--- src/rtl/core/leading_dijet_select_macros.svh ---
// ----------------------------------------------------------------------------
// leading_dijet_select assertion macros
// Shared concurrent assertion wrappers, empty for synthesis.
// ----------------------------------------------------------------------------
`ifndef LEADING_DIJET_SELECT_MACROS_SVH
`define LEADING_DIJET_SELECT_MACROS_SVH

`ifndef SYNTHESIS
`define LDJ_ASSERT_IMPL(label, clk, rst_n, ante, cons) \
    label: assert property (@(posedge clk) disable iff (!rst_n) (ante) |-> (cons)) \
        else $error("leading_dijet_select: same-cycle check failed");
`define LDJ_ASSERT_NEXT(label, clk, rst_n, ante, cons) \
    label: assert property (@(posedge clk) disable iff (!rst_n) (ante) |=> (cons)) \
        else $error("leading_dijet_select: next-cycle check failed");
`else
`define LDJ_ASSERT_IMPL(label, clk, rst_n, ante, cons)
`define LDJ_ASSERT_NEXT(label, clk, rst_n, ante, cons)
`endif

`endif

--- src/rtl/core/ldj_pkg.sv ---
// ----------------------------------------------------------------------------
// ldj_pkg
// Types, constants and helpers for the leading dijet selector.
// ----------------------------------------------------------------------------
package ldj_pkg;

    localparam int MAX_JETS     = 64;
    localparam int AZIMUTH_BITS = 10;

    localparam int PT_W        = 16;
    localparam int ETA_W       = 10;
    localparam int PHI_W       = 10;
    localparam int ETA_LIM_W   = 9;
    localparam int GAP_W       = 10;
    localparam int IDX_W       = 6;
    localparam int CFG_IDX_W   = 8;
    localparam int CFG_DATA_W  = 16;

    localparam int CNT_W       = $clog2(MAX_JETS + 1);
    localparam int POS_W       = $clog2(MAX_JETS);
    localparam int CMP_W       = (AZIMUTH_BITS > GAP_W) ? AZIMUTH_BITS : GAP_W;

    localparam int QUEUE_DEPTH = 2;
    localparam int QPTR_W      = $clog2(QUEUE_DEPTH);
    localparam int QCNT_W      = $clog2(QUEUE_DEPTH + 1);

    localparam logic [AZIMUTH_BITS-1:0] AZ_HALF = AZIMUTH_BITS'(1) << (AZIMUTH_BITS - 1);

    localparam logic [ETA_LIM_W-1:0] ETA_LIMIT_RST      = ETA_LIM_W'(200);
    localparam logic [PT_W-1:0]      LEAD_PT_MIN_RST    = PT_W'(400);
    localparam logic [PT_W-1:0]      SUBLEAD_PT_MIN_RST = PT_W'(160);
    localparam logic [GAP_W-1:0]     GAP_MIN_RST        = GAP_W'(341);

    typedef enum logic [CFG_IDX_W-1:0] {
        CFG_ETA_LIMIT      = 8'd0,
        CFG_LEAD_PT_MIN    = 8'd1,
        CFG_SUBLEAD_PT_MIN = 8'd2,
        CFG_GAP_MIN        = 8'd3
    } t_cfg_reg;

    typedef struct packed {
        logic                    keep;
        logic [PT_W-1:0]         pt;
        logic [POS_W-1:0]        pos;
        logic [AZIMUTH_BITS-1:0] az;
        logic                    last;
        logic                    ovf;
    } t_item;

    typedef struct packed {
        logic                    vld;
        logic [PT_W-1:0]         pt;
        logic [POS_W-1:0]        pos;
        logic [AZIMUTH_BITS-1:0] az;
    } t_cand;

    typedef struct packed {
        t_cand first;
        t_cand second;
        logic  ovf;
    } t_snap;

    function automatic logic [AZIMUTH_BITS-1:0] folded_gap(
        input logic [AZIMUTH_BITS-1:0] a,
        input logic [AZIMUTH_BITS-1:0] b
    );
        logic [AZIMUTH_BITS-1:0] d;
        d = a - b;
        return (d > AZ_HALF) ? (~d + AZIMUTH_BITS'(1)) : d;
    endfunction

endpackage

--- src/rtl/core/ldj_front.sv ---
// ----------------------------------------------------------------------------
// ldj_front
// Accepts jets, applies the eta cut, numbers positions and tracks overflow.
// ----------------------------------------------------------------------------
module ldj_front (
    input  logic                                i_clk,
    input  logic                                i_rst_n,
    input  logic                                i_in_valid,
    output logic                                o_in_ready,
    input  logic                                i_jet_valid,
    input  logic [ldj_pkg::PT_W-1:0]            i_jet_pt,
    input  logic signed [ldj_pkg::ETA_W-1:0]    i_jet_eta,
    input  logic [ldj_pkg::PHI_W-1:0]           i_jet_phi,
    input  logic                                i_last_jet,
    input  logic [ldj_pkg::ETA_LIM_W-1:0]       i_eta_limit,
    output logic                                o_push_valid,
    input  logic                                i_push_ready,
    output ldj_pkg::t_item                      o_push_item
);

    logic [ldj_pkg::CNT_W-1:0] r_pos, n_pos;
    logic                      r_ovf, n_ovf;
    logic                      accept;
    logic                      full;
    logic                      in_cut;
    logic [ldj_pkg::ETA_W-1:0] eta_u;
    logic [ldj_pkg::ETA_W-1:0] mag;

    assign o_in_ready   = i_push_ready;
    assign o_push_valid = i_in_valid;
    assign accept       = i_in_valid & i_push_ready;

    assign eta_u  = $unsigned(i_jet_eta);
    assign mag    = eta_u[ldj_pkg::ETA_W-1] ? (~eta_u + ldj_pkg::ETA_W'(1)) : eta_u;
    assign in_cut = mag <= ldj_pkg::ETA_W'(i_eta_limit);
    assign full   = r_pos == ldj_pkg::CNT_W'(ldj_pkg::MAX_JETS);

    always_comb begin
        o_push_item.keep = i_jet_valid & ~full & in_cut;
        o_push_item.pt   = i_jet_pt;
        o_push_item.pos  = ldj_pkg::POS_W'(r_pos);
        o_push_item.az   = ldj_pkg::AZIMUTH_BITS'(i_jet_phi);
        o_push_item.last = i_last_jet;
        o_push_item.ovf  = r_ovf | (i_jet_valid & full);
    end

    always_comb begin
        n_pos = r_pos;
        n_ovf = r_ovf;
        if (accept) begin
            if (i_last_jet) begin
                n_pos = '0;
                n_ovf = 1'b0;
            end else if (i_jet_valid) begin
                if (full) begin
                    n_ovf = 1'b1;
                end else begin
                    n_pos = r_pos + ldj_pkg::CNT_W'(1);
                end
            end
        end
    end

    always_ff @(posedge i_clk) begin
        if (!i_rst_n) begin
            r_pos <= '0;
            r_ovf <= 1'b0;
        end else begin
            r_pos <= n_pos;
            r_ovf <= n_ovf;
        end
    end

endmodule

--- src/rtl/core/ldj_queue.sv ---
// ----------------------------------------------------------------------------
// ldj_queue
// Short FIFO of classified jets between the front and back sections.
// ----------------------------------------------------------------------------
module ldj_queue (
    input  logic           i_clk,
    input  logic           i_rst_n,
    input  logic           i_push_valid,
    output logic           o_push_ready,
    input  ldj_pkg::t_item i_push_item,
    output logic           o_pop_valid,
    input  logic           i_pop_ready,
    output ldj_pkg::t_item o_pop_item
);

    ldj_pkg::t_item             r_mem [ldj_pkg::QUEUE_DEPTH];
    logic [ldj_pkg::QPTR_W-1:0] r_wr;
    logic [ldj_pkg::QPTR_W-1:0] r_rd;
    logic [ldj_pkg::QCNT_W-1:0] r_count;
    logic                       push;
    logic                       pop;

    assign o_push_ready = r_count != ldj_pkg::QCNT_W'(ldj_pkg::QUEUE_DEPTH);
    assign o_pop_valid  = r_count != '0;
    assign o_pop_item   = r_mem[r_rd];
    assign push         = i_push_valid & o_push_ready;
    assign pop          = o_pop_valid & i_pop_ready;

    function automatic logic [ldj_pkg::QPTR_W-1:0] ptr_inc(
        input logic [ldj_pkg::QPTR_W-1:0] p
    );
        return (p == ldj_pkg::QPTR_W'(ldj_pkg::QUEUE_DEPTH - 1)) ? '0
                                                                 : p + ldj_pkg::QPTR_W'(1);
    endfunction

    always_ff @(posedge i_clk) begin
        if (push) begin
            r_mem[r_wr] <= i_push_item;
        end
    end

    always_ff @(posedge i_clk) begin
        if (!i_rst_n) begin
            r_wr    <= '0;
            r_rd    <= '0;
            r_count <= '0;
        end else begin
            if (push) begin
                r_wr <= ptr_inc(r_wr);
            end
            if (pop) begin
                r_rd <= ptr_inc(r_rd);
            end
            unique case ({push, pop})
                2'b10:   r_count <= r_count + ldj_pkg::QCNT_W'(1);
                2'b01:   r_count <= r_count - ldj_pkg::QCNT_W'(1);
                default: r_count <= r_count;
            endcase
        end
    end

endmodule

--- src/rtl/core/ldj_back.sv ---
// ----------------------------------------------------------------------------
// ldj_back
// Keeps the two highest-pt jets, snapshots them at event end, forms flags.
// ----------------------------------------------------------------------------
module ldj_back (
    input  logic                        i_clk,
    input  logic                        i_rst_n,
    input  logic                        i_pop_valid,
    output logic                        o_pop_ready,
    input  ldj_pkg::t_item              i_pop_item,
    input  logic [ldj_pkg::PT_W-1:0]    i_lead_pt_min,
    input  logic [ldj_pkg::PT_W-1:0]    i_sublead_pt_min,
    input  logic [ldj_pkg::GAP_W-1:0]   i_gap_min,
    output logic                        o_out_valid,
    input  logic                        i_out_ready,
    output logic                        o_lead_found,
    output logic [ldj_pkg::IDX_W-1:0]   o_lead_index,
    output logic                        o_sublead_found,
    output logic [ldj_pkg::IDX_W-1:0]   o_sublead_index,
    output logic                        o_has_leading,
    output logic                        o_has_dijet,
    output logic                        o_overflow
);

    ldj_pkg::t_cand r_first, n_first;
    ldj_pkg::t_cand r_second, n_second;
    ldj_pkg::t_cand cand;
    ldj_pkg::t_snap r_snap;
    logic           r_snap_vld;
    logic           r_out_vld;
    logic           snap_move;
    logic           snap_free;
    logic           pop;

    logic                                has_lead;
    logic                                has_dijet;
    logic [ldj_pkg::AZIMUTH_BITS-1:0]    gap;

    logic                        r_lead_found;
    logic [ldj_pkg::IDX_W-1:0]   r_lead_index;
    logic                        r_sublead_found;
    logic [ldj_pkg::IDX_W-1:0]   r_sublead_index;
    logic                        r_has_leading;
    logic                        r_has_dijet;
    logic                        r_overflow;

    assign snap_move   = r_snap_vld & (~r_out_vld | i_out_ready);
    assign snap_free   = ~r_snap_vld | snap_move;
    assign o_pop_ready = ~i_pop_item.last | snap_free;
    assign pop         = i_pop_valid & o_pop_ready;

    always_comb begin
        cand.vld = 1'b1;
        cand.pt  = i_pop_item.pt;
        cand.pos = i_pop_item.pos;
        cand.az  = i_pop_item.az;
        n_first  = r_first;
        n_second = r_second;
        if (i_pop_item.keep) begin
            // ties stay with the earlier jet
            if (!r_first.vld || i_pop_item.pt > r_first.pt) begin
                n_second = r_first;
                n_first  = cand;
            end else if (!r_second.vld || i_pop_item.pt > r_second.pt) begin
                n_second = cand;
            end
        end
    end

    assign gap      = ldj_pkg::folded_gap(r_snap.first.az, r_snap.second.az);
    assign has_lead = r_snap.first.vld & (r_snap.first.pt > i_lead_pt_min);
    assign has_dijet = has_lead & r_snap.second.vld
                     & (r_snap.second.pt > i_sublead_pt_min)
                     & (ldj_pkg::CMP_W'(gap) > ldj_pkg::CMP_W'(i_gap_min));

    always_ff @(posedge i_clk) begin
        if (!i_rst_n) begin
            r_first    <= '0;
            r_second   <= '0;
            r_snap_vld <= 1'b0;
            r_out_vld  <= 1'b0;
        end else begin
            if (pop) begin
                if (i_pop_item.last) begin
                    r_first  <= '0;
                    r_second <= '0;
                end else begin
                    r_first  <= n_first;
                    r_second <= n_second;
                end
            end
            r_snap_vld <= (pop & i_pop_item.last) | (r_snap_vld & ~snap_move);
            r_out_vld  <= snap_move | (r_out_vld & ~i_out_ready);
        end
    end

    always_ff @(posedge i_clk) begin
        if (pop && i_pop_item.last) begin
            r_snap.first  <= n_first;
            r_snap.second <= n_second;
            r_snap.ovf    <= i_pop_item.ovf;
        end
        if (snap_move) begin
            r_lead_found    <= r_snap.first.vld;
            r_lead_index    <= r_snap.first.vld ? ldj_pkg::IDX_W'(r_snap.first.pos) : '0;
            r_sublead_found <= r_snap.second.vld;
            r_sublead_index <= r_snap.second.vld ? ldj_pkg::IDX_W'(r_snap.second.pos) : '0;
            r_has_leading   <= has_lead;
            r_has_dijet     <= has_dijet;
            r_overflow      <= r_snap.ovf;
        end
    end

    assign o_out_valid     = r_out_vld;
    assign o_lead_found    = r_lead_found;
    assign o_lead_index    = r_lead_index;
    assign o_sublead_found = r_sublead_found;
    assign o_sublead_index = r_sublead_index;
    assign o_has_leading   = r_has_leading;
    assign o_has_dijet     = r_has_dijet;
    assign o_overflow      = r_overflow;

endmodule

--- src/rtl/core/leading_dijet_select.sv ---
// ----------------------------------------------------------------------------
// leading_dijet_select
// Throughput: one item per cycle unless the queue is full, or a last item
// finds the snapshot register still holding the previous event's result.
// Results sit in an output register, so input is taken while a result waits.
// Reset: synchronous active low; clears event state, queue, result valid and
// restores configuration registers to their default values.
// ----------------------------------------------------------------------------
`include "leading_dijet_select_macros.svh"

module leading_dijet_select (
    input  logic                                    i_clk,
    input  logic                                    i_rst_n,
    input  logic                                    i_in_valid,
    output logic                                    o_in_ready,
    input  logic                                    i_jet_valid,
    input  logic [ldj_pkg::PT_W-1:0]                i_jet_pt,
    input  logic signed [ldj_pkg::ETA_W-1:0]        i_jet_eta,
    input  logic [ldj_pkg::PHI_W-1:0]               i_jet_phi,
    input  logic                                    i_last_jet,
    output logic                                    o_out_valid,
    input  logic                                    i_out_ready,
    output logic                                    o_lead_found,
    output logic [ldj_pkg::IDX_W-1:0]               o_lead_index,
    output logic                                    o_sublead_found,
    output logic [ldj_pkg::IDX_W-1:0]               o_sublead_index,
    output logic                                    o_has_leading,
    output logic                                    o_has_dijet,
    output logic                                    o_overflow,
    input  logic                                    i_cfg_valid,
    output logic                                    o_cfg_ready,
    input  logic [ldj_pkg::CFG_IDX_W-1:0]           i_cfg_index,
    input  logic [ldj_pkg::CFG_DATA_W-1:0]          i_cfg_data
);

    logic [ldj_pkg::ETA_LIM_W-1:0] r_eta_limit;
    logic [ldj_pkg::PT_W-1:0]      r_lead_pt_min;
    logic [ldj_pkg::PT_W-1:0]      r_sublead_pt_min;
    logic [ldj_pkg::GAP_W-1:0]     r_gap_min;
    logic                          cfg_wr;

    logic           push_valid;
    logic           push_ready;
    ldj_pkg::t_item push_item;
    logic           pop_valid;
    logic           pop_ready;
    ldj_pkg::t_item pop_item;

    assign o_cfg_ready = 1'b1;
    assign cfg_wr      = i_cfg_valid & o_cfg_ready;

    always_ff @(posedge i_clk) begin
        if (!i_rst_n) begin
            r_eta_limit      <= ldj_pkg::ETA_LIMIT_RST;
            r_lead_pt_min    <= ldj_pkg::LEAD_PT_MIN_RST;
            r_sublead_pt_min <= ldj_pkg::SUBLEAD_PT_MIN_RST;
            r_gap_min        <= ldj_pkg::GAP_MIN_RST;
        end else if (cfg_wr) begin
            unique case (i_cfg_index)
                ldj_pkg::CFG_ETA_LIMIT: begin
                    r_eta_limit <= i_cfg_data[ldj_pkg::ETA_LIM_W-1:0];
                end
                ldj_pkg::CFG_LEAD_PT_MIN: begin
                    r_lead_pt_min <= i_cfg_data[ldj_pkg::PT_W-1:0];
                end
                ldj_pkg::CFG_SUBLEAD_PT_MIN: begin
                    r_sublead_pt_min <= i_cfg_data[ldj_pkg::PT_W-1:0];
                end
                ldj_pkg::CFG_GAP_MIN: begin
                    r_gap_min <= i_cfg_data[ldj_pkg::GAP_W-1:0];
                end
                default: begin
                end
            endcase
        end
    end

    ldj_front u_front (
        .i_clk        (i_clk),
        .i_rst_n      (i_rst_n),
        .i_in_valid   (i_in_valid),
        .o_in_ready   (o_in_ready),
        .i_jet_valid  (i_jet_valid),
        .i_jet_pt     (i_jet_pt),
        .i_jet_eta    (i_jet_eta),
        .i_jet_phi    (i_jet_phi),
        .i_last_jet   (i_last_jet),
        .i_eta_limit  (r_eta_limit),
        .o_push_valid (push_valid),
        .i_push_ready (push_ready),
        .o_push_item  (push_item)
    );

    ldj_queue u_queue (
        .i_clk        (i_clk),
        .i_rst_n      (i_rst_n),
        .i_push_valid (push_valid),
        .o_push_ready (push_ready),
        .i_push_item  (push_item),
        .o_pop_valid  (pop_valid),
        .i_pop_ready  (pop_ready),
        .o_pop_item   (pop_item)
    );

    ldj_back u_back (
        .i_clk            (i_clk),
        .i_rst_n          (i_rst_n),
        .i_pop_valid      (pop_valid),
        .o_pop_ready      (pop_ready),
        .i_pop_item       (pop_item),
        .i_lead_pt_min    (r_lead_pt_min),
        .i_sublead_pt_min (r_sublead_pt_min),
        .i_gap_min        (r_gap_min),
        .o_out_valid      (o_out_valid),
        .i_out_ready      (i_out_ready),
        .o_lead_found     (o_lead_found),
        .o_lead_index     (o_lead_index),
        .o_sublead_found  (o_sublead_found),
        .o_sublead_index  (o_sublead_index),
        .o_has_leading    (o_has_leading),
        .o_has_dijet      (o_has_dijet),
        .o_overflow       (o_overflow)
    );

    `LDJ_ASSERT_IMPL(a_sub_needs_lead, i_clk, i_rst_n,
        o_out_valid && o_sublead_found, o_lead_found)
    `LDJ_ASSERT_IMPL(a_dijet_needs_pair, i_clk, i_rst_n,
        o_out_valid && o_has_dijet, o_has_leading && o_sublead_found)
    `LDJ_ASSERT_IMPL(a_no_lead_zero, i_clk, i_rst_n,
        o_out_valid && !o_lead_found, o_lead_index == '0 && !o_has_leading)
    `LDJ_ASSERT_NEXT(a_gap_cfg_write, i_clk, i_rst_n,
        cfg_wr && i_cfg_index == ldj_pkg::CFG_GAP_MIN,
        r_gap_min == $past(i_cfg_data[ldj_pkg::GAP_W-1:0]))

endmodule
--- config.mk ---
export PLATFORM = sky130hd
export DESIGN_NAME = leading_dijet_select
export DESIGN_NICKNAME = d
export VERILOG_FILES = /design/src/rtl/core/ldj_pkg.sv /design/src/rtl/core/ldj_front.sv /design/src/rtl/core/ldj_queue.sv /design/src/rtl/core/ldj_back.sv /design/src/rtl/core/leading_dijet_select.sv
export VERILOG_INCLUDE_DIRS = /design/src /design/src/rtl/core
export SDC_FILE = /design/constraint.sdc
export NUM_CORES = 1
export LEC_CHECK = 0
export ABC_AREA = 1
export CAP_MARGIN = 20
export CELL_PAD_IN_SITES_DETAIL_PLACEMENT = 0
export CELL_PAD_IN_SITES_GLOBAL_PLACEMENT = 1
export CORE_MARGIN = 2
export CORE_UTILIZATION = 31
export CTS_BUF_LIST = sky130_fd_sc_hd__clkbuf_2
export CTS_CLUSTER_SIZE = 16
export DETAILED_ROUTE_END_ITERATION = 6
export DONT_BUFFER_PORTS = 1
export PLACE_DENSITY = 0.65
export SYNTH_ARGS = -nofsm -noshare
export SYNTH_HDL_FRONTEND = slang
export SYNTH_SLANG_ARGS = --single-unit
--- constraint.sdc ---
create_clock -name i_clk -period 5.3 [get_ports i_clk]
set_clock_uncertainty 0.1 [all_clocks]
set_input_delay 0.795 -clock i_clk [delete_from_list [all_inputs] [get_ports i_clk]]
set_output_delay 0.795 -clock i_clk [all_outputs]
set_load 0.02 [all_outputs]
==> impl_metrics.env, run 1 <==
export IMPL_status="completed"
export IMPL_worst_setup_path_start_kind="flop"
export IMPL_finalHoldViolCount=0
export IMPL_final_critical_path_setup_slack_ns=1.28
export IMPL_cp_data_required_time_ns=5.99
export IMPL_via_count_of_the_first_global_routing_pass=11178
export IMPL_final_area_um2=16600
export IMPL_timing_hold_worst_path_depth=3
export IMPL_clock_tree_buffer_depth=3
export IMPL_gp_congestion=0.826
export IMPL_routed_wire_length_per_instance_um=16.0
export IMPL_worst_min_path_start="i_cfg_index[0]"
export IMPL_vias_per_instance=4.74
export IMPL_leakage_uw=0.00681
export IMPL_clkLatencyLatePin_ns=1.02
export IMPL_finalMaxSlewViolations=0
export IMPL_worstPathArrival_ns=4.71
export IMPL_path_class="reg -> reg"
export IMPL_rows=79
export IMPL_layout_common_cells="374 x sky130_fd_sc_hd__nand2_1, 241 x sky130_fd_sc_hd__inv_1, 154 x sky130_fd_sc_hd__edfxtp_1"
export IMPL_setup_reg_to_reg_worst_slack_ns=1.28
export IMPL_grt_usage=0.160
export IMPL_postSynthAreaPerCell_um2=8.67
export IMPL_flow_area_growth_from_synthesis_pct=12.5
export IMPL_dieHeight_um=222
export IMPL_regToRegEndpoint="u_back.r_second[6]$_SDFFE_PN0P_"
export IMPL_die_area_um2=49400
export IMPL_hpwlAfterDp_um=27100
export IMPL_drive_gt1_frac=0.110
export IMPL_slew_headroom=0.298
export IMPL_drtAntennaViolNets=0
export IMPL_synth_cell_area_um2=14800
export IMPL_io_pins=87
export IMPL_r2r_cells=15
export IMPL_tritoncts_num_buffers=79
export IMPL_critPathCaptureType="flop"
export IMPL_start_util=0.316
export IMPL_design_core_area_um2=46800
export IMPL_totalNegativeSetupSlack_ns=0
export IMPL_yosysWarnings=0
export IMPL_syn_instance_count=1703
export IMPL_seq_area_frac_synth=0.492
export IMPL_timing_hold_worst_endpoint="r_eta_limit[8]$_SDFFE_PN0P_"
export IMPL_maxCapViolations=0
export IMPL_initialDrtViolationCount=795
export IMPL_synth_seq_cells=286
export IMPL_nNetsFinal=1941
export IMPL_yosys_most_used_dff="sky130_fd_sc_hd__edfxtp_1"
export IMPL_achievable_frequency_ghz=0.249
export IMPL_layout_filler_cells=4862
export IMPL_root_buffer="sky130_fd_sc_hd__clkbuf_2"
export IMPL_clock_sinks=286
export IMPL_p_total_uw=8680
export IMPL_number_of_input_and_output_port_buffers_inserted=0
export IMPL_clk_pin_slew_worst_paths_ns=0.10
export IMPL_irDropWorstVdd_v=0.000334
export IMPL_syn_nets=1868
export IMPL_detailroute_via_count=11617
export IMPL_timing_critical_path_fanout_max=24
export IMPL_drt_drc_violations_left=0
export IMPL_grt_start_max_net_pins=70
export IMPL_finalCritPeriodShare=0.759
export IMPL_routed_wl_um=39100
export IMPL_edff_count_synth=154
export IMPL_timing_worst_slew_pin_value_ns=1.05
export IMPL_initial_antenna_violation_count=2
export IMPL_min_delay_path_class="in -> reg"
export IMPL_synth_async_sr_flop_share=0
export IMPL_rsz0062_at_grt="no"
export IMPL_final_setup_violations=0
export IMPL_htreeDepth=3
export IMPL_width_of_the_die_um=222
export IMPL_mostFrequentLayoutCell="sky130_fd_sc_hd__nand2_1"
export IMPL_placed_cell_area_um2=15300
export IMPL_pre_cts_slack_ns=1.40
export IMPL_powerDensity_nw_per_um2=522
export IMPL_drt_pre_antenna_iters=7
export IMPL_cts_tree="done"
export IMPL_distinct_cell_type_count_of_the_synthesized_netlist=53
export IMPL_clock_period_minus_final_worst_setup_slack_ns=4.02
export IMPL_remaining_global_route_overflow=0
export IMPL_wire_length_of_the_first_global_routing_pass_um=62100
state kept, by name, indices dropped and copies added, names as in the netlist, 9 cells and up, named ones only:
register / count
r_eta_limit: 9
r_gap_min: 10
r_lead_pt_min: 16
r_sublead_pt_min: 16
u_back.r_first: 33
u_back.r_second: 33
u_back.r_snap: 67
u_queue.r_mem: 70
synth_stat cells (29+ instances only):
cell type	instances	area, um2
sky130_fd_sc_hd__nand2_1	374	1400
sky130_fd_sc_hd__inv_1	242	908
sky130_fd_sc_hd__edfxtp_1	154	4620
sky130_fd_sc_hd__a21oi_1	149	746
sky130_fd_sc_hd__nand3_1	135	676
sky130_fd_sc_hd__dfxtp_1	132	2640
sky130_fd_sc_hd__ha_1	97	1210
sky130_fd_sc_hd__o21ai_0	73	365
sky130_fd_sc_hd__nor2_1	52	195
sky130_fd_sc_hd__buf_2	35	175
sky130_fd_sc_hd__clkbuf_1	33	124
sky130_fd_sc_hd__or2_2	32	200
sky130_fd_sc_hd__o211ai_1	29	218
power breakdown:
part / switching [uW] / internal (uW)
logic: 2560 / 1360
clock network: 977 / 625
registers: 271 / 2900
total: 3800 / 4880
repair_timing:
action	in CTS	in global routing
resized for setup	0	0
hold buffers	49	0
setup endpoints to repair	0	0
setup buffers	0	0
hold endpoints to repair	121	0
worst max-delay path by stage:
stage	to	depth (start not counted)	slack, ns	from
after floorplan	u_back.o_has_dijet$_DFFE_PP_	24	2.06	u_back.r_snap[34]$_DFFE_PP_
after global placement	u_back.r_second[14]$_SDFFE_PN0P_	15	1.49	flop
after global routing	u_back.r_second[6]$_SDFFE_PN0P_	15	0.99	flop
final	u_back.r_second[6]$_SDFFE_PN0P_	15	1.28	flop
after CTS	u_back.r_second[3]$_SDFFE_PN0P_	15	1.35	flop
after detailed placement	u_back.r_second[5]$_SDFFE_PN0P_	15	1.40	flop
layout make-up:
| class | count | area (um2) | share of cell area |
|---|---|---|---|
| tap | 607 | 759 | 0.0457 |
| clock buffer | 111 | 556 | 0.0334 |
| sequential | 286 | 7270 | 0.437 |
| antenna | 3 | 7.51 | 0.000452 |
| inverter | 247 | 927 | 0.0558 |
| timing repair buffer | 64 | 633 | 0.0381 |
| multi-input combinational | 1098 | 6290 | 0.378 |
| clock inverter | 36 | 179 | 0.0108 |
routing by layer:
layer,GRT usage,up-vias,share of wire
li1,-,5891,-
met1,0.229,5334,0.50
met2,0.229,336,0.42
met3,0.0469,56,0.067
met4,0.0503,0,0.017
met5,0,-,0
per-stage QoR:
| stage | hold WS (ns) | utilization | std cells |
|---|---|---|---|
| finish | 0.173 | 0.355 | 2452 |
| global route | 0.115 | 0.355 | 2451 |
| CTS | 0.0513 | 0.355 | 2448 |
| detailed placement | 0.331 | 0.328 | 2252 |
| global placement | 0.306 | 0.328 | 2252 |
| floorplan | 0.300 | - | 1703 |
critical path: stages (launching register included):
cell and delay, ns:
sky130_fd_sc_hd__dfxtp_2 0.40, sky130_fd_sc_hd__buf_4 0.27, sky130_fd_sc_hd__o21ai_0 0.52, sky130_fd_sc_hd__inv_1 0.13
sky130_fd_sc_hd__ha_1 0.30, sky130_fd_sc_hd__nand2_1 0.14, sky130_fd_sc_hd__o21ai_0 0.15, sky130_fd_sc_hd__a21oi_1 0.17
sky130_fd_sc_hd__nand2_1 0.07, sky130_fd_sc_hd__nand2_1 0.08, sky130_fd_sc_hd__nand2_2 0.14, sky130_fd_sc_hd__nor2_2 0.72
sky130_fd_sc_hd__buf_4 0.36, sky130_fd_sc_hd__nand3_1 0.10, sky130_fd_sc_hd__nand3_1 0.09, sky130_fd_sc_hd__a21oi_1 0.07
kinds of logic (layout without fill, tap and decap cells):
kind of cell,after synthesis,after routing,synth area share
AOI/OAI and AO/OA,321,321,0.123
xor gates and xnor gates,22,22,0.0156
adders and majority gates,98,98,0.0835
buffers and inverters,319,458,0.0851
DFF,286,286,0.492
muxes,17,17,0.0115
other,1,4,0.000254
and+or+nand+nor,639,639,0.189
No activity file was read; power rests on OpenSTA's default activity.
==> run 2: changes to the inputs <==
PLACE_DENSITY = 0.67   (was 0.65)
clock period = 3.24 ns   (was 5.3 ns; I/O delays follow)
==> run 2 against run 1 <==
The run now ends with negative setup slack left. Clock power is 78% higher. First-iteration DRC count is 2.0% lower. Cell area is 8.9% higher. Register-to-register slack worse by 1.4 ns. Worst hold slack worse by 0.0083 ns. Combinational power is 110% higher. Via count is 3.8% higher. Die area stayed put. Routed wire length is 0.48% higher. Clock-buffer cell count is 3 higher. Critical endpoint is now u_back.o_has_dijet$_DFFE_PP_. Largest cell class unchanged. Highest routed layer is now met5.
==> impl_metrics.env, run 2 (same netlist as run 1, synthesis figures left out) <==
export IMPL_p_sw_uw=6720
export IMPL_critPathCaptureType="flop"
export IMPL_vias_per_instance=4.69
export IMPL_start_util=0.316
export IMPL_routed_wl_um=39300
export IMPL_final_critical_path_setup_slack_ns=-0.0814
export IMPL_drive_gt1_frac=0.167
export IMPL_width_of_the_die_um=222
export IMPL_root_buffer="sky130_fd_sc_hd__clkbuf_2"
export IMPL_finalMaxSlewViolations=0
export IMPL_clock_period_minus_final_worst_setup_slack_ns=3.32
export IMPL_worstPathArrival_ns=4.05
export IMPL_sw_share=0.415
export IMPL_irDropWorstVdd_v=0.000461
export IMPL_violations="negative setup slack"
export IMPL_mostFrequentLayoutCell="sky130_fd_sc_hd__nand2_1"
export IMPL_p_total_uw=16200
export IMPL_final_setup_violations=1
export IMPL_die_area_um2=49400
export IMPL_totalNegativeSetupSlack_ns=-0.0814
export IMPL_routed_wire_length_per_instance_um=15.3
export IMPL_number_of_input_and_output_port_buffers_inserted=0
export IMPL_layout_common_cells="370 x sky130_fd_sc_hd__nand2_1, 236 x sky130_fd_sc_hd__inv_1, 154 x sky130_fd_sc_hd__edfxtp_1"
export IMPL_slew_headroom=0.399
export IMPL_finalCritPeriodShare=1.03
export IMPL_hpwlAfterDp_um=27000
export IMPL_tritoncts_num_buffers=77
export IMPL_drtAntennaViolNets=0
export IMPL_timing_critical_path_fanout_max=3
export IMPL_grt_usage=0.159
export IMPL_htreeDepth=3
export IMPL_top_register="u_queue.r_mem"
export IMPL_largest_registers_in_the_final_layout="u_queue.r_mem: 70 flops, u_back.r_snap: 67 flops"
export IMPL_io_pins=87
export IMPL_remaining_global_route_overflow=0
export IMPL_clock_tree_buffer_depth=3
export IMPL_clkLatencyLatePin_ns=0.98
export IMPL_nNetsFinal=2065
export IMPL_rows=79
export IMPL_core_util_final=0.387
export IMPL_hold_ws_ns=0.164
export IMPL_design_core_area_um2=46800
export IMPL_path_class="reg -> reg"
export IMPL_comb_power_share=0.508
export IMPL_drt_drc_violations_left=0
export IMPL_post_layout_nonfiller_instances=2572
export IMPL_leakage_uw=0.00749
export IMPL_status="finished, violations left"
export IMPL_gp_congestion=0.826
export IMPL_initial_antenna_violation_count=5
export IMPL_achievable_frequency_ghz=0.301
export IMPL_initialDrtViolationCount=779
export IMPL_internal_power_uw=9470
export IMPL_clock_sinks=286
export IMPL_maxCapViolations=0
export IMPL_clk_pin_slew_worst_paths_ns=0.12
export IMPL_largest_register_ffs=70
export IMPL_share_seq_of_total_power=0.316
export IMPL_rsz0062_at_grt="yes"
export IMPL_cts_tree="done"
export IMPL_worst_setup_path_start_kind="flop"
export IMPL_dieHeight_um=222
export IMPL_timing_worst_slew_pin_value_ns=0.900
export IMPL_detailroute_via_count=12063
export IMPL_dp_cells=2322
export IMPL_via_count_of_the_first_global_routing_pass=11774
export IMPL_min_delay_path_class="in -> reg"
export IMPL_drt_pre_antenna_iters=5
export IMPL_power_frac_clock=0.176
export IMPL_flow_area_growth_from_synthesis_pct=22.5
export IMPL_cp_data_required_time_ns=3.96
export IMPL_finalHoldViolCount=0
export IMPL_powerDensity_nw_per_um2=895
export IMPL_grt_start_max_net_pins=69
export IMPL_wire_length_of_the_first_global_routing_pass_um=62400
## run 2: layer usage
layer  track usage  part of all wire
met5             0           0.00018
met4        0.0645             0.023
met3        0.0348             0.051
met2         0.245              0.43
met1         0.217              0.50
## run 2: path summary, 6_finish.rpt
| check | from | slack [ns] | end | cells past startpoint |
|---|---|---|---|---|
| setup / recovery | u_back.r_snap[34]$_DFFE_PP_ | -0.08 | u_back.o_has_dijet$_DFFE_PP_ | 21 |
| hold / removal | i_out_ready | 0.16 | u_back.o_out_valid$_SDFF_PN0_ | 4 |
| setup reg to reg | u_back.r_snap[34]$_DFFE_PP_ | -0.08 | u_back.o_has_dijet$_DFFE_PP_ | 21 |
| hold reg to reg | u_back.r_snap[0]$_DFFE_PP_ | 0.31 | u_back.o_overflow$_DFFE_PP_ | 0 |
## run 2: cell type report
cell class / count / area, um2
antenna: 3 / 7.51
clock buffer: 114 / 571
clock inverter: 27 / 234
fill: 4749 / 28700
inverter: 247 / 933
multi-input combinational: 1098 / 6520
sequential: 286 / 7270
tap: 607 / 759
timing repair buffer: 190 / 1800
## run 2: power groups by stage
| stage | Combinational, uW | Sequential [uW] | Clock, uW |
|---|---|---|---|
| final | 8220 | 5120 | 2850 |
| after global routing | 9180 | 5190 | 3170 |
| after CTS | 8110 | 5120 | 2990 |
| after detailed placement | 7310 | 5190 | 0 |
| after global placement | 7190 | 5180 | 0 |
| after floorplan | 4850 | 5080 | 0 |
## run 2: through the flow
stage	instance area (um2)	worst slack (ns)
global placement	16000	-0.200
global route	18100	-0.352
finish	18100	-0.0814
detailed placement	16000	-0.331
floorplan	14800	0.00274
CTS	17900	-0.0387
## run 2: repair_timing
action                                 CTS  global route
hold buffers                            96             2
endpoints found under the hold margin  194             3
gates cloned                             0             0
gates resized for setup                 28            41
setup buffers                            8             1
setup endpoints to repair                6           131
pin swaps                               16             2
## run 2: worst max-delay path, cell delays in order (launching register included)
cell	delay, ns
sky130_fd_sc_hd__edfxtp_1	0.37
sky130_fd_sc_hd__inv_1	0.06
sky130_fd_sc_hd__ha_2	0.16
sky130_fd_sc_hd__inv_2	0.04
sky130_fd_sc_hd__fa_2	0.35
sky130_fd_sc_hd__nand3_2	0.09
sky130_fd_sc_hd__nand2_4	0.08
sky130_fd_sc_hd__nand2_1	0.07
sky130_fd_sc_hd__nand2_1	0.04
sky130_fd_sc_hd__nand2_1	0.06
sky130_fd_sc_hd__nand2_2	0.06
sky130_fd_sc_hd__xor2_2	0.18
sky130_fd_sc_hd__nand3b_4	0.17
sky130_fd_sc_hd__buf_4	0.15
sky130_fd_sc_hd__a211oi_2	0.20
sky130_fd_sc_hd__ha_1	0.21
sky130_fd_sc_hd__nand4_1	0.18
sky130_fd_sc_hd__nor3_2	0.16
sky130_fd_sc_hd__o21ai_1	0.09
sky130_fd_sc_hd__o211ai_1	0.10
sky130_fd_sc_hd__nand4_1	0.13
sky130_fd_sc_hd__nor3_2	0.16
==> run 3: changes to the inputs <==
--- a/constraint.sdc
+++ b/constraint.sdc
@@ -3,3 +3,3 @@
 set_input_delay 0.486 -clock i_clk [delete_from_list [all_inputs] [get_ports i_clk]]
 set_output_delay 0.486 -clock i_clk [all_outputs]
-set_load 0.02 [all_outputs]
+set_load 0.01 [all_outputs]
==> run 3 against run 2 <==
The flow still finishes with violations (negative setup slack). Total power decreased by 3.7%. Sequential share of layout area increased by 0.89 points. Core utilization is 0.84 points lower. Combinational power is 6.1% lower. Worst setup slack better by 0.014 ns. Cell count down 0.93%. Critical path type unchanged. Sequential power down 0.8%. Highest routed layer unchanged. Maximum frequency grew 0.41%. Flip-flop and latch count did not move. First-iteration DRC count up 0.90%.
==> impl_metrics.env, run 3 (same netlist as run 1, synthesis figures left out) <==
export IMPL_status="finished, violations left"
export IMPL_violations="negative setup slack"
export IMPL_post_layout_nonfiller_instances=2548
export IMPL_share_seq_of_total_power=0.326
export IMPL_gp_congestion=0.809
export IMPL_critPathCaptureType="flop"
export IMPL_drt_pre_antenna_iters=6
export IMPL_remaining_global_route_overflow=0
export IMPL_top_register="u_queue.r_mem"
export IMPL_clock_sinks=286
export IMPL_rows=79
export IMPL_initialDrtViolationCount=786
export IMPL_internal_power_uw=9120
export IMPL_via_count_of_the_first_global_routing_pass=11607
export IMPL_clock_period_minus_final_worst_setup_slack_ns=3.31
export IMPL_finalMaxSlewViolations=0
export IMPL_grt_usage=0.158
export IMPL_clock_tree_buffer_depth=3
export IMPL_layout_common_cells="371 x sky130_fd_sc_hd__nand2_1, 239 x sky130_fd_sc_hd__inv_1, 154 x sky130_fd_sc_hd__edfxtp_1"
export IMPL_vias_per_instance=4.69
export IMPL_io_pins=87
export IMPL_routed_wl_um=39000
export IMPL_maxCapViolations=0
export IMPL_nNetsFinal=2041
export IMPL_achievable_frequency_ghz=0.302
export IMPL_flow_area_growth_from_synthesis_pct=19.8
export IMPL_routed_wire_length_per_instance_um=15.3
export IMPL_global_route_usage_met3=0.0335
export IMPL_clk_pin_slew_worst_paths_ns=0.11
export IMPL_clkLatencyLatePin_ns=0.95
export IMPL_drt_drc_violations_left=0
export IMPL_timing_critical_path_fanout_max=5
export IMPL_wire_length_of_the_first_global_routing_pass_um=62100
export IMPL_largest_registers_in_the_final_layout="u_queue.r_mem: 70 flops, u_back.r_snap: 67 flops"
export IMPL_finalHoldViolCount=0
export IMPL_start_util=0.316
export IMPL_dieHeight_um=222
export IMPL_width_of_the_die_um=222
export IMPL_final_critical_path_setup_slack_ns=-0.0677
export IMPL_dp_cells=2326
export IMPL_path_class="reg -> reg"
export IMPL_worst_setup_path_start_kind="flop"
export IMPL_grt_met2_usage=0.236
export IMPL_leakage_uw=0.00736
export IMPL_met1_usage=0.222
export IMPL_design_core_area_um2=46800
export IMPL_worstPathArrival_ns=3.98
export IMPL_r2r_cells=22
export IMPL_number_of_input_and_output_port_buffers_inserted=0
export IMPL_regToRegEndpoint="u_back.o_has_dijet$_DFFE_PP_"
export IMPL_setup_worst_path_start="u_back.r_snap[34]$_DFFE_PP_"
export IMPL_root_buffer="sky130_fd_sc_hd__clkbuf_2"
export IMPL_drive_gt1_frac=0.152
export IMPL_die_area_um2=49400
export IMPL_setup_reg_to_reg_worst_slack_ns=-0.07
export IMPL_power_frac_clock=0.179
export IMPL_timing_worst_slew_pin_value_ns=0.880
export IMPL_gr_max_usage_layer="met2"
export IMPL_final_setup_violations=1
export IMPL_finalCritPeriodShare=1.02
export IMPL_initial_antenna_violation_count=5
export IMPL_cp_data_required_time_ns=3.91
export IMPL_htreeDepth=3
export IMPL_p_sw_uw=6470
export IMPL_timing_hold_worst_path_depth=1
export IMPL_slew_headroom=0.412
export IMPL_rsz0062_at_grt="yes"
export IMPL_sw_share=0.415
export IMPL_irDropWorstVdd_v=0.000801
export IMPL_grt_start_max_net_pins=69
export IMPL_comb_power_share=0.495
export IMPL_min_delay_path_class="in -> reg"
export IMPL_drtAntennaViolNets=0
export IMPL_core_util_final=0.379
export IMPL_mostFrequentLayoutCell="sky130_fd_sc_hd__nand2_1"
export IMPL_hpwlAfterDp_um=27100
export IMPL_cts_tree="done"
export IMPL_largest_register_ffs=70
export IMPL_setup_worst_path_end="u_back.o_has_dijet$_DFFE_PP_"
export IMPL_detailroute_via_count=11955
export IMPL_powerDensity_nw_per_um2=881
export IMPL_tritoncts_num_buffers=77
export IMPL_worst_r2r_startpoint="u_back.r_snap[34]$_DFFE_PP_"
## run 3: cell types whose count changed in the layout (fill, tap and decap cells not counted), moves of 4 or more
cell                            change
sky130_fd_sc_hd__clkbuf_2           -6
sky130_fd_sc_hd__o21ai_0            +4
sky130_fd_sc_hd__buf_4              -4
sky130_fd_sc_hd__dlygate4sd3_1     -20
sky130_fd_sc_hd__ha_1               +4
sky130_fd_sc_hd__clkinv_1           +7
sky130_fd_sc_hd__clkinvlp_4         -4
sky130_fd_sc_hd__o21ai_2            -4
## run 3: repair_timing
action                                  4_1_cts  5_1_grt
pin swaps                                     8        4
endpoints found under the setup margin        1       98
hold buffers                                 77        0
endpoints found under the hold margin       189        0
resized for setup                            10       26
setup buffers                                 1        0
## run 3: layer usage
| layer | vias up | wire length [um] |
|---|---|---|
| li1 | 6091 | - |
| met1 | 5500 | 19300 |
| met2 | 293 | 16600 |
| met3 | 69 | 2190 |
| met4 | 2 | 908 |
| met5 | - | 13 |
## run 3: worst min path at each step
stage / start / end / slack [ns]
2_1_floorplan: u_back.r_snap[0]$_DFFE_PP_ / u_back.o_overflow$_DFFE_PP_ / 0.30
3_3_place_gp: u_back.r_snap[0]$_DFFE_PP_ / u_back.o_overflow$_DFFE_PP_ / 0.32
3_5_place_dp: u_back.r_snap[0]$_DFFE_PP_ / u_back.o_overflow$_DFFE_PP_ / 0.31
4_1_cts: i_jet_phi[3] / u_queue.r_mem[0][5]$_DFFE_PP_ / 0.003
5_1_grt: i_jet_phi[1] / u_queue.r_mem[1][3]$_DFFE_PP_ / 0.06
6_report: i_jet_phi[2] / u_queue.r_mem[1][4]$_DFFE_PP_ / 0.11
## run 3: critical path: stages (launching register included)
cell,delay [ns]
sky130_fd_sc_hd__edfxtp_1,0.37
sky130_fd_sc_hd__inv_1,0.06
sky130_fd_sc_hd__ha_1,0.15
sky130_fd_sc_hd__inv_2,0.05
sky130_fd_sc_hd__fa_2,0.35
sky130_fd_sc_hd__nand3_2,0.09
sky130_fd_sc_hd__nand2_4,0.06
sky130_fd_sc_hd__xnor2_2,0.17
sky130_fd_sc_hd__buf_4,0.15
sky130_fd_sc_hd__nand2_2,0.06
sky130_fd_sc_hd__nor2_4,0.12
sky130_fd_sc_hd__nand3b_4,0.11
sky130_fd_sc_hd__nand2_4,0.11
sky130_fd_sc_hd__nand3_1,0.08
sky130_fd_sc_hd__nand2_1,0.08
sky130_fd_sc_hd__inv_1,0.06
sky130_fd_sc_hd__ha_4,0.27
sky130_fd_sc_hd__nand2_1,0.07
sky130_fd_sc_hd__nor3_2,0.21
sky130_fd_sc_hd__o21ai_1,0.09
sky130_fd_sc_hd__o211ai_1,0.10
sky130_fd_sc_hd__nand4_1,0.11
sky130_fd_sc_hd__nor3_1,0.14
## run 3: final cells by class
type,count,area (um2)
clock buffer,108,541
fill,4730,29100
sequential,286,7270
timing repair buffer,166,1560
tap,607,759
multi-input combinational,1098,6390
inverter,247,930
antenna,4,10.0
clock inverter,32,240
## run 3: metrics by stage
step	cell area (um2)	setup TNS, ns	power [uW]	hold WS, ns	setup WS [ns]
2_1_floorplan	14800	0	9890	0.300	0.00274
3_3_place_gp	16000	-0.243	12400	0.316	-0.243
3_5_place_dp	16000	-0.261	12500	0.314	-0.261
4_1_cts	17600	-0.0957	15600	0.00286	-0.0957
5_1_grt	17700	-0.386	16900	0.0554	-0.381
6_report	17700	-0.0677	15600	0.113	-0.0677
## run 3: power groups by stage
stage	Sequential [uW]	Combinational, uW	Clock [uW]
5_1_grt	5160	8680	3100
3_5_place_dp	5170	7330	0
3_3_place_gp	5150	7220	0
4_1_cts	5080	7600	2930
2_1_floorplan	5040	4850	0
6_report	5080	7720	2790
